### src/nss_pkg.sv
package nss_pkg;

  localparam int unsigned PhaseW = 3;
  localparam int unsigned ChanW = 4;
  localparam int unsigned FieldW = 16;
  localparam int unsigned LedW = 8;
  localparam int unsigned MuxW = 4;

  localparam logic [PhaseW-1:0] PhNull = 3'd0;
  localparam logic [PhaseW-1:0] Ph730 = 3'd1;
  localparam logic [PhaseW-1:0] Ph850 = 3'd2;
  localparam logic [PhaseW-1:0] PhDark = 3'd3;
  localparam logic [PhaseW-1:0] PhStopped = 3'd4;

  localparam logic ReqCommand = 1'b0;
  localparam logic ReqTick = 1'b1;

  localparam logic [7:0] CmdStart = 8'h73;
  localparam logic [7:0] CmdStop = 8'h70;

  localparam logic [MuxW-1:0] MuxOfChannel [16] = '{
    4'd0, 4'd1, 4'd2, 4'd3, 4'd2, 4'd3, 4'd4, 4'd5,
    4'd4, 4'd5, 4'd6, 4'd7, 4'd6, 4'd7, 4'd9, 4'd11
  };

  function automatic logic [LedW-1:0] drive_for(logic [PhaseW-1:0] ph, logic [ChanW-1:0] ch);
    logic [LedW-1:0] drive;
    drive = '0;
    if (ph == Ph730) begin
      drive = LedW'(1) << {ch[3:2], 1'b0};
    end else if (ph == Ph850) begin
      drive = LedW'(1) << {ch[3:2], 1'b1};
    end
    return drive;
  endfunction

endpackage

### src/nir_scan_sequencer.sv
// Result: an accepted item's result is registered into the output register as it is accepted.
// Throughput: one item per cycle; the input is taken whenever the output register
// is empty or its item is being taken in the same cycle.
// Reset: rst_ni clears the output valid, puts the scan in the stopped phase at
// channel 0 and clears both held samples.
module nir_scan_sequencer #(
  parameter int unsigned CHANNELS = 16,
  parameter int unsigned SAMPLE_BITS = 16
) (
  input  logic        clk_i,
  input  logic        rst_ni,
  input  logic        in_valid_i,
  output logic        in_stall_o,
  input  logic        req_type_i,
  input  logic [7:0]  command_byte_i,
  input  logic [15:0] sample_i,
  output logic        out_valid_o,
  input  logic        out_stall_i,
  output logic [7:0]  led_drive_o,
  output logic [3:0]  adc_mux_o,
  output logic        report_valid_o,
  output logic [3:0]  report_channel_o,
  output logic [15:0] level_730_o,
  output logic [15:0] level_850_o,
  output logic [15:0] level_dark_o
);

  localparam int unsigned KeepBits = (SAMPLE_BITS < nss_pkg::FieldW) ? SAMPLE_BITS
                                                                     : nss_pkg::FieldW;
  localparam logic [nss_pkg::FieldW-1:0] SampleMask =
    nss_pkg::FieldW'((33'd1 << KeepBits) - 33'd1);
  localparam logic [nss_pkg::ChanW-1:0] LastChannel = nss_pkg::ChanW'(CHANNELS - 1);

  logic [nss_pkg::PhaseW-1:0] phase_q, phase_d;
  logic [nss_pkg::ChanW-1:0]  chan_q, chan_d;
  logic [nss_pkg::FieldW-1:0] held_730_q, held_730_d;
  logic [nss_pkg::FieldW-1:0] held_850_q, held_850_d;

  logic                       out_valid_q;
  logic [nss_pkg::LedW-1:0]   led_q, led_d;
  logic [nss_pkg::MuxW-1:0]   mux_q, mux_d;
  logic                       rv_q, rv_d;
  logic [nss_pkg::ChanW-1:0]  rch_q, rch_d;
  logic [nss_pkg::FieldW-1:0] l730_q, l730_d;
  logic [nss_pkg::FieldW-1:0] l850_q, l850_d;
  logic [nss_pkg::FieldW-1:0] ldark_q, ldark_d;

  logic                       accept;
  logic [nss_pkg::FieldW-1:0] smp;

  assign in_stall_o = out_valid_q && out_stall_i;
  assign accept = in_valid_i && !in_stall_o;
  assign smp = sample_i & SampleMask;

  always_comb begin
    phase_d = phase_q;
    chan_d = chan_q;
    held_730_d = held_730_q;
    held_850_d = held_850_q;
    rv_d = 1'b0;
    rch_d = '0;
    l730_d = '0;
    l850_d = '0;
    ldark_d = '0;
    if (req_type_i == nss_pkg::ReqCommand) begin
      if (command_byte_i == nss_pkg::CmdStart) begin
        phase_d = nss_pkg::PhDark;
      end else if (command_byte_i == nss_pkg::CmdStop) begin
        phase_d = nss_pkg::PhStopped;
      end
    end else begin
      unique case (phase_q)
        nss_pkg::PhNull: begin
          phase_d = nss_pkg::Ph730;
        end
        nss_pkg::Ph730: begin
          held_730_d = smp;
          phase_d = nss_pkg::Ph850;
        end
        nss_pkg::Ph850: begin
          held_850_d = smp;
          phase_d = nss_pkg::PhDark;
        end
        nss_pkg::PhDark: begin
          rv_d = 1'b1;
          rch_d = chan_q;
          l730_d = held_730_q;
          l850_d = held_850_q;
          ldark_d = smp;
          phase_d = nss_pkg::PhNull;
          if (chan_q >= LastChannel) begin
            chan_d = '0;
          end else begin
            chan_d = chan_q + nss_pkg::ChanW'(1);
          end
        end
        default: begin
        end
      endcase
    end
    led_d = nss_pkg::drive_for(phase_d, chan_d);
    mux_d = nss_pkg::MuxOfChannel[chan_d];
  end

  always_ff @(posedge clk_i or negedge rst_ni) begin
    if (!rst_ni) begin
      phase_q <= nss_pkg::PhStopped;
      chan_q <= '0;
      held_730_q <= '0;
      held_850_q <= '0;
      out_valid_q <= 1'b0;
    end else begin
      if (accept) begin
        phase_q <= phase_d;
        chan_q <= chan_d;
        held_730_q <= held_730_d;
        held_850_q <= held_850_d;
        out_valid_q <= 1'b1;
      end else if (!out_stall_i) begin
        out_valid_q <= 1'b0;
      end
    end
  end

  always_ff @(posedge clk_i) begin
    if (accept) begin
      led_q <= led_d;
      mux_q <= mux_d;
      rv_q <= rv_d;
      rch_q <= rch_d;
      l730_q <= l730_d;
      l850_q <= l850_d;
      ldark_q <= ldark_d;
    end
  end

  assign out_valid_o = out_valid_q;
  assign led_drive_o = led_q;
  assign adc_mux_o = mux_q;
  assign report_valid_o = rv_q;
  assign report_channel_o = rch_q;
  assign level_730_o = l730_q;
  assign level_850_o = l850_q;
  assign level_dark_o = ldark_q;

endmodule
### config.mk
export PLATFORM = sky130hd
export DESIGN_NAME = nir_scan_sequencer
export DESIGN_NICKNAME = d
export VERILOG_FILES = /design/src/nss_pkg.sv /design/src/nir_scan_sequencer.sv
export SDC_FILE = /design/constraint.sdc
export NUM_CORES = 1
export LEC_CHECK = 0
export ABC_CLOCK_PERIOD_IN_PS = 6250
export BUFFER_PORTS_ARGS = -buffer_cell sky130_fd_sc_hd__buf_4
export CORE_AREA = 10 10 99 101
export CTS_CLUSTER_SIZE = 25
export DETAILED_ROUTE_END_ITERATION = 12
export DIE_AREA = 0 0 109 111
export GPL_TIMING_DRIVEN = 0
export PLACE_DENSITY_LB_ADDON = 0.2
export SLEW_MARGIN = 10
export SYNTH_ARGS = -nofsm -noshare
export SYNTH_HDL_FRONTEND = slang
export SYNTH_SLANG_ARGS = --single-unit
### constraint.sdc
create_clock -name clk_i -period 6.25 [get_ports clk_i]
set_clock_uncertainty 0.2 [all_clocks]
set_input_delay 0.9375 -clock clk_i [delete_from_list [all_inputs] [get_ports clk_i]]
set_output_delay 0.9375 -clock clk_i [all_outputs]
set_load 0.1 [all_outputs]
# Word-level counts from Yosys, hierarchy flattened

Memory sizes are Yosys's and may differ from the RTL's. A register that Yosys moved wholly into a read port is not among the register bits.
Cells that the tools add are included.

Bitwise operators: 1
Shifts and indexed selects: 2
Order comparisons: 1
Add/subtract/negate cells: 1
Reduce and logical (&&, ||, !) cells: 7
Equality and inequality tests: 8
Mux-type cells: 12

Operator list:

| cell                                                                   | count |
|---|---|
| 8-bit by 7-bit equality test with 1-bit output (second input constant) | 2 |
| 8-bit two-way mux                                                      | 2 |
| 1-bit by 3-bit << shifter with 8-bit output (first input constant)     | 2 |
| 4-bit two-way mux                                                      | 3 |
| 3-bit one-hot mux with 4 select lines                                  | 1 |
| 3-bit by 2-bit equality test with 1-bit output (second input constant) | 3 |
| 3-bit two-way mux                                                      | 3 |
| 3-bit by 1-bit equality test with 1-bit output (second input constant) | 2 |
| 3-bit AND reduction                                                    | 2 |
| 4-bit inverter with 5-bit output                                       | 1 |
| 4-bit by 1-bit adder with 4-bit output (second input constant)         | 1 |
| 4-bit >= comparator (second input constant)                            | 1 |
| 3-bit zero test                                                        | 1 |
| 1-bit two-way mux                                                      | 3 |
| 1-bit logical AND                                                      | 2 |
| 2-bit by 1-bit != test with 1-bit output (second input constant)       | 1 |
| 2-bit AND reduction                                                    | 1 |
| 1-bit zero test                                                        | 1 |

Output and inout port bits: 67
Memory bits (read-only): 64
Bits of input ports: 29
Memories kept: 1
Logic and storage cells: 44
Register bits after elaboration: 101

Memories:

| name            | depth | bits a word | read ports | clocked after Yosys merged registers in | write ports | RTL line                  | RTL |
|---|---|---|---|---|---|---|---|
| (no name shown) | 16    | 4           | 1          | 1                                       | 0           | nir_scan_sequencer.sv:102 | `mux_d = nss_pkg::MuxOfChannel[chan_d];` |

# Depth between registers and ports, before layout

Depth after elaboration: 7
Gate-level depth with buffers: 9
Mapped depth without buffers: 7

# Least setup slack after synthesis

OpenSTA, ideal clock, no wires.

Path type: input to register
From: input out_stall_i
To: register held_850_q[10] (netlist name)
Buffers on the path: 1
Slack: 2.508 ns
Required time: 5.925 ns
Cell stages on the path: 6
Library setup time: 0.125 ns
Data arrival time: 3.417 ns
Cells stage by stage: nand2_1 > nand2_1 > inv_1 > nand4_2 > buf_2 > mux2_2

Longest elaborated chain between the ends: 4

RTL lines:

| item                                 | RTL line                  | RTL |
|---|---|---|
| from (decl)                          | nir_scan_sequencer.sv:18  | `input logic out_stall_i,` |
| 1-bit logical AND                    | nir_scan_sequencer.sv:51  | `assign in_stall_o = out_valid_q && out_stall_i;` |
| 1-bit zero test                      | nir_scan_sequencer.sv:52  | `assign accept = in_valid_i && !in_stall_o;` |
| 1-bit logical AND                    | nir_scan_sequencer.sv:52  |  |
| net accept                           | nir_scan_sequencer.sv:48  | `logic accept;` |
| 3-bit AND reduction (no source line) | n/a                       |  |
| to (signal assigned)                 | nir_scan_sequencer.sv:117 | `held_850_q <= held_850_d;` |
| to (decl)                            | nir_scan_sequencer.sv:37  | `logic [nss_pkg::FieldW-1:0] held_850_q, held_850_d;` |

The timed path passes the listed nets, and every way through them passes these cells.
A chain may end at the register's enable or synchronous reset.

# Final worst setup path

From: input out_stall_i
To: register held_850_q[8] (netlist name)

Same word-level chain as after synthesis.

==> qor.txt <==
GR Util All Layers: 14.6%
First-pass GRT wire length: 13.9 mm
Power density cells: 358 mW/mm^2
CP Max Fanout: 68
Die X: 109 um
CORE AREA: 0.00797 mm^2
Drt wl/cell: 16.4 um
Post-CTS resize count: 0
Post-route ant nets: 0
Fin area: 0.00542 mm^2
Post-CTS Hold Buffers: 0
FF-to-FF Start: out_valid_o
Worst r2r dst: held_850_q[8]
WS Path Type: in -> reg
Via count: 2,714
Top_reg_cell synth: edfxtp_1
Postcts setup bufs: 0
Site row count: 33
Post-Synthesis Cells: 313
Worst hold path startpoint: held_850_q[11]
Hold Path Cell Cnt: 1
CTS root buf: clkbuf_8
Fin. max-slew vios: 0
Final HPWL DP: 6.21 mm
GRT Residual Overflow: 0
Seq pwr share: 48.9%
Post-synth ARST share: 38.1%
Main combinational cell family by area after synthesis: simple AND/OR/NAND/NOR gates
Synth cell types: 46
Number of global-route vias before repair: 2,739
Final net count: 450
RSZ-0062 raised after global routing: false
1st-pass router iterations: 4
Area Overhead vs Synth: 23.3%
Skew-Pair Late Insertion Delay: 360 ps
Setup_tns: 0 ps
Clock sinks: 105
Hold Vio Cnt, Final: 0
Final setup vio count: 0
Reg-to-reg setup timing slack: 3730 ps
Actual slew at the worst max-slew pin: 809 ps
DRC viols: 0
Mux cell area share after synthesis: 8.67%
Min-Delay Path Class: reg -> reg
Num ports: 96
Post-synth EDFFs: 65
CTS tree: done
FMAX: 356 MHz
Relative slew margins: 46.1%
Sw frac: 35.2%
Die area: 0.0121 mm^2
Tot Pwr: 1.94 mW
Placer Congestion: 0.868
Starting Density: 55.2%
VDD IR-drop max: 0.194 mV
Min cycle time layout: 2810 ps
Post-Synth Simple-Gate Area: 15.1%
Die H: 111 um
Initial antenna violation count: 0
Crit path DAT: 2850 ps
Synth Area in XOR/XNOR: 0.995%
Synth Area in Compound Gates: 4.44%
CTS H-tree lvls: 3
Comb pwr share: 31.0%
Net Sw Power: 0.683 mW
Port bufs: 94
Area post-placement: 0.00524 mm^2
Post-synthesis adder-cell area fraction: 0.853%
Mapped Avg Cell Area: 14.1 um^2
Setup crit start kind: primary input
Crit end category: flip-flop
Yosys warns: 0
Leak pwr: 2.31 nW
Int Power: 1.26 mW
CP Data Required Time: 6290 ps
Yosys reg bits: 105
Largest net degree at the start of global routing: 69
Cts bufs inserted: 9
Syn_nets: 345
Post-route clock period utilization: 45.0%
Sequential-to-total area share from yosys stat: 67.2%
DR iter-0 viols: 66
Max-cap violations: 0
CTS max path bufs: 2
Drt total wl: 8.67 mm
Reg clk slew, reported paths: 90 ps
Clock power frac: 20.1%
ANT cells: 0
Vias/cell: 5.14
Cell area after technology mapping: 0.00440 mm^2
Fraction of layout cells with a size suffix above 1: 38.1%
Hold Path End: held_850_q[11]
Reg2reg path depth: 6
Status: complete, no violations
-- synthesized netlist by cell type (all sizes together) (4+ instances only) --
cell type,count,area share (%)
edfxtp,65,44
and2,53,7.5
dfrtp,39,22
mux2,33,8.4
nand2,18,1.5
nor2,15,1.3
buf,10,1.5
clkbuf,8,0.68
o21ai,8,0.91
inv,7,0.60
nand3,6,0.80
nor3b,5,0.85
a31oi,4,0.57
nand2b,4,0.57
-- final cells by class --
type	instances	area, um^2
Tap cell	105	131
Inverter	7	28.8
Multi-Input combinational cell	183	1320
Clock buffer	10	138
Sequential cell	105	2950
Buffer	18	97.6
Fill cell	603	2540
Clock inverter	6	47.5
Timing Repair Buffer	94	706
-- registers in the layout, indices dropped and copies added (netlist names) --
name and cells:
phase_q 3, chan_q 4, level_dark_o 16, held_850_q 16
level_730_o 16, led_drive_o 8, held_730_q 16, report_valid_o 1
report_channel_o 4, level_850_o 16, adc_mux_o 4, out_valid_o 1
-- worst max-delay path by stage --
stage / from / to / slack, ps / cells after the start
after floorplan: out_stall_i / held_850_q[10] / 2510 / 6
after global placement: out_stall_i / held_850_q[6] / 1580 / 7
after detailed placement: out_stall_i / held_850_q[8] / 3000 / 7
after CTS: out_stall_i / held_850_q[8] / 3380 / 7
after global routing: out_stall_i / held_850_q[8] / 3240 / 7
final: out_stall_i / held_850_q[8] / 3440 / 7
-- routing by layer --
metal	global-route usage [%]	vias up	routed length [um]
li1	-	1312	-
met5	0	-	0
met4	4.75	0	112
met2	24.2	71	4410
met1	18.1	1322	3580
met3	3.49	9	565
-- through the flow --
| stage | setup WS [ps] | hold slack, ps | cells | util, % |
|---|---|---|---|---|
| finish | 3440 | 304 | 528 | 68.1 |
| global route | 3240 | 317 | 528 | 68.1 |
| CTS | 3380 | 307 | 528 | 68.1 |
| detailed placement | 3000 | 285 | 512 | 65.7 |
| global placement | 1580 | 279 | 512 | 65.7 |
| floorplan | 2510 | 270 | 313 | - |
-- placed cells by master (no fill, tap or decap), types with 2 or more instances in the layout --
| master | netlist | layout |
|---|---|---|
| nor3b_1 | 5 | 5 |
| inv_1 | 6 | 5 |
| inv_6 | 0 | 3 |
| xor2_1 | 2 | 2 |
| xnor2_1 | 3 | 3 |
| ha_1 | 3 | 3 |
| o22ai_1 | 2 | 2 |
| nand3_1 | 5 | 5 |
| o211ai_1 | 2 | 2 |
| o31ai_1 | 2 | 2 |
| nor2_1 | 15 | 15 |
| and2_1 | 53 | 53 |
| clkbuf_8 | 0 | 10 |
| nor2b_1 | 3 | 3 |
| nand2_1 | 18 | 18 |
| buf_2 | 6 | 6 |
| dfrtp_1 | 39 | 39 |
| buf_6 | 2 | 2 |
| nor3_1 | 2 | 2 |
| a31oi_1 | 4 | 4 |
| o21ai_0 | 7 | 7 |
| mux2_2 | 33 | 33 |
| buf_4 | 2 | 96 |
| clkbuf_1 | 8 | 8 |
| nand2b_1 | 4 | 4 |
| edfxtp_1 | 65 | 65 |
-- critical path, cell delays in order --
cell	delay, ps
buf_4	110
nand2_1	80
nand2_1	100
inv_4	590
nand4_2	380
buf_2	320
mux2_2	300
-- cells by family (layout without fill, tap and decap cells) --
kind of cell,after synthesis,in the layout
xor+xnor,5,5
flops,105,105
compound gates,28,28
mux,34,34
buf+inv,25,135
simple gates,113,113
fa+ha+maj,3,3
-- power groups by stage --
| stage | registers (mW) | clock network (mW) | logic [mW] |
|---|---|---|---|
| final | 0.950 | 0.391 | 0.601 |
| after global placement | 0.960 | 0 | 0.591 |
| after floorplan | 1.17 | 0 | 0.268 |
| after global routing | 0.968 | 0.427 | 0.646 |
| after detailed placement | 0.966 | 0 | 0.604 |
| after CTS | 0.950 | 0.396 | 0.606 |
(Power assumes the default switching activity.)
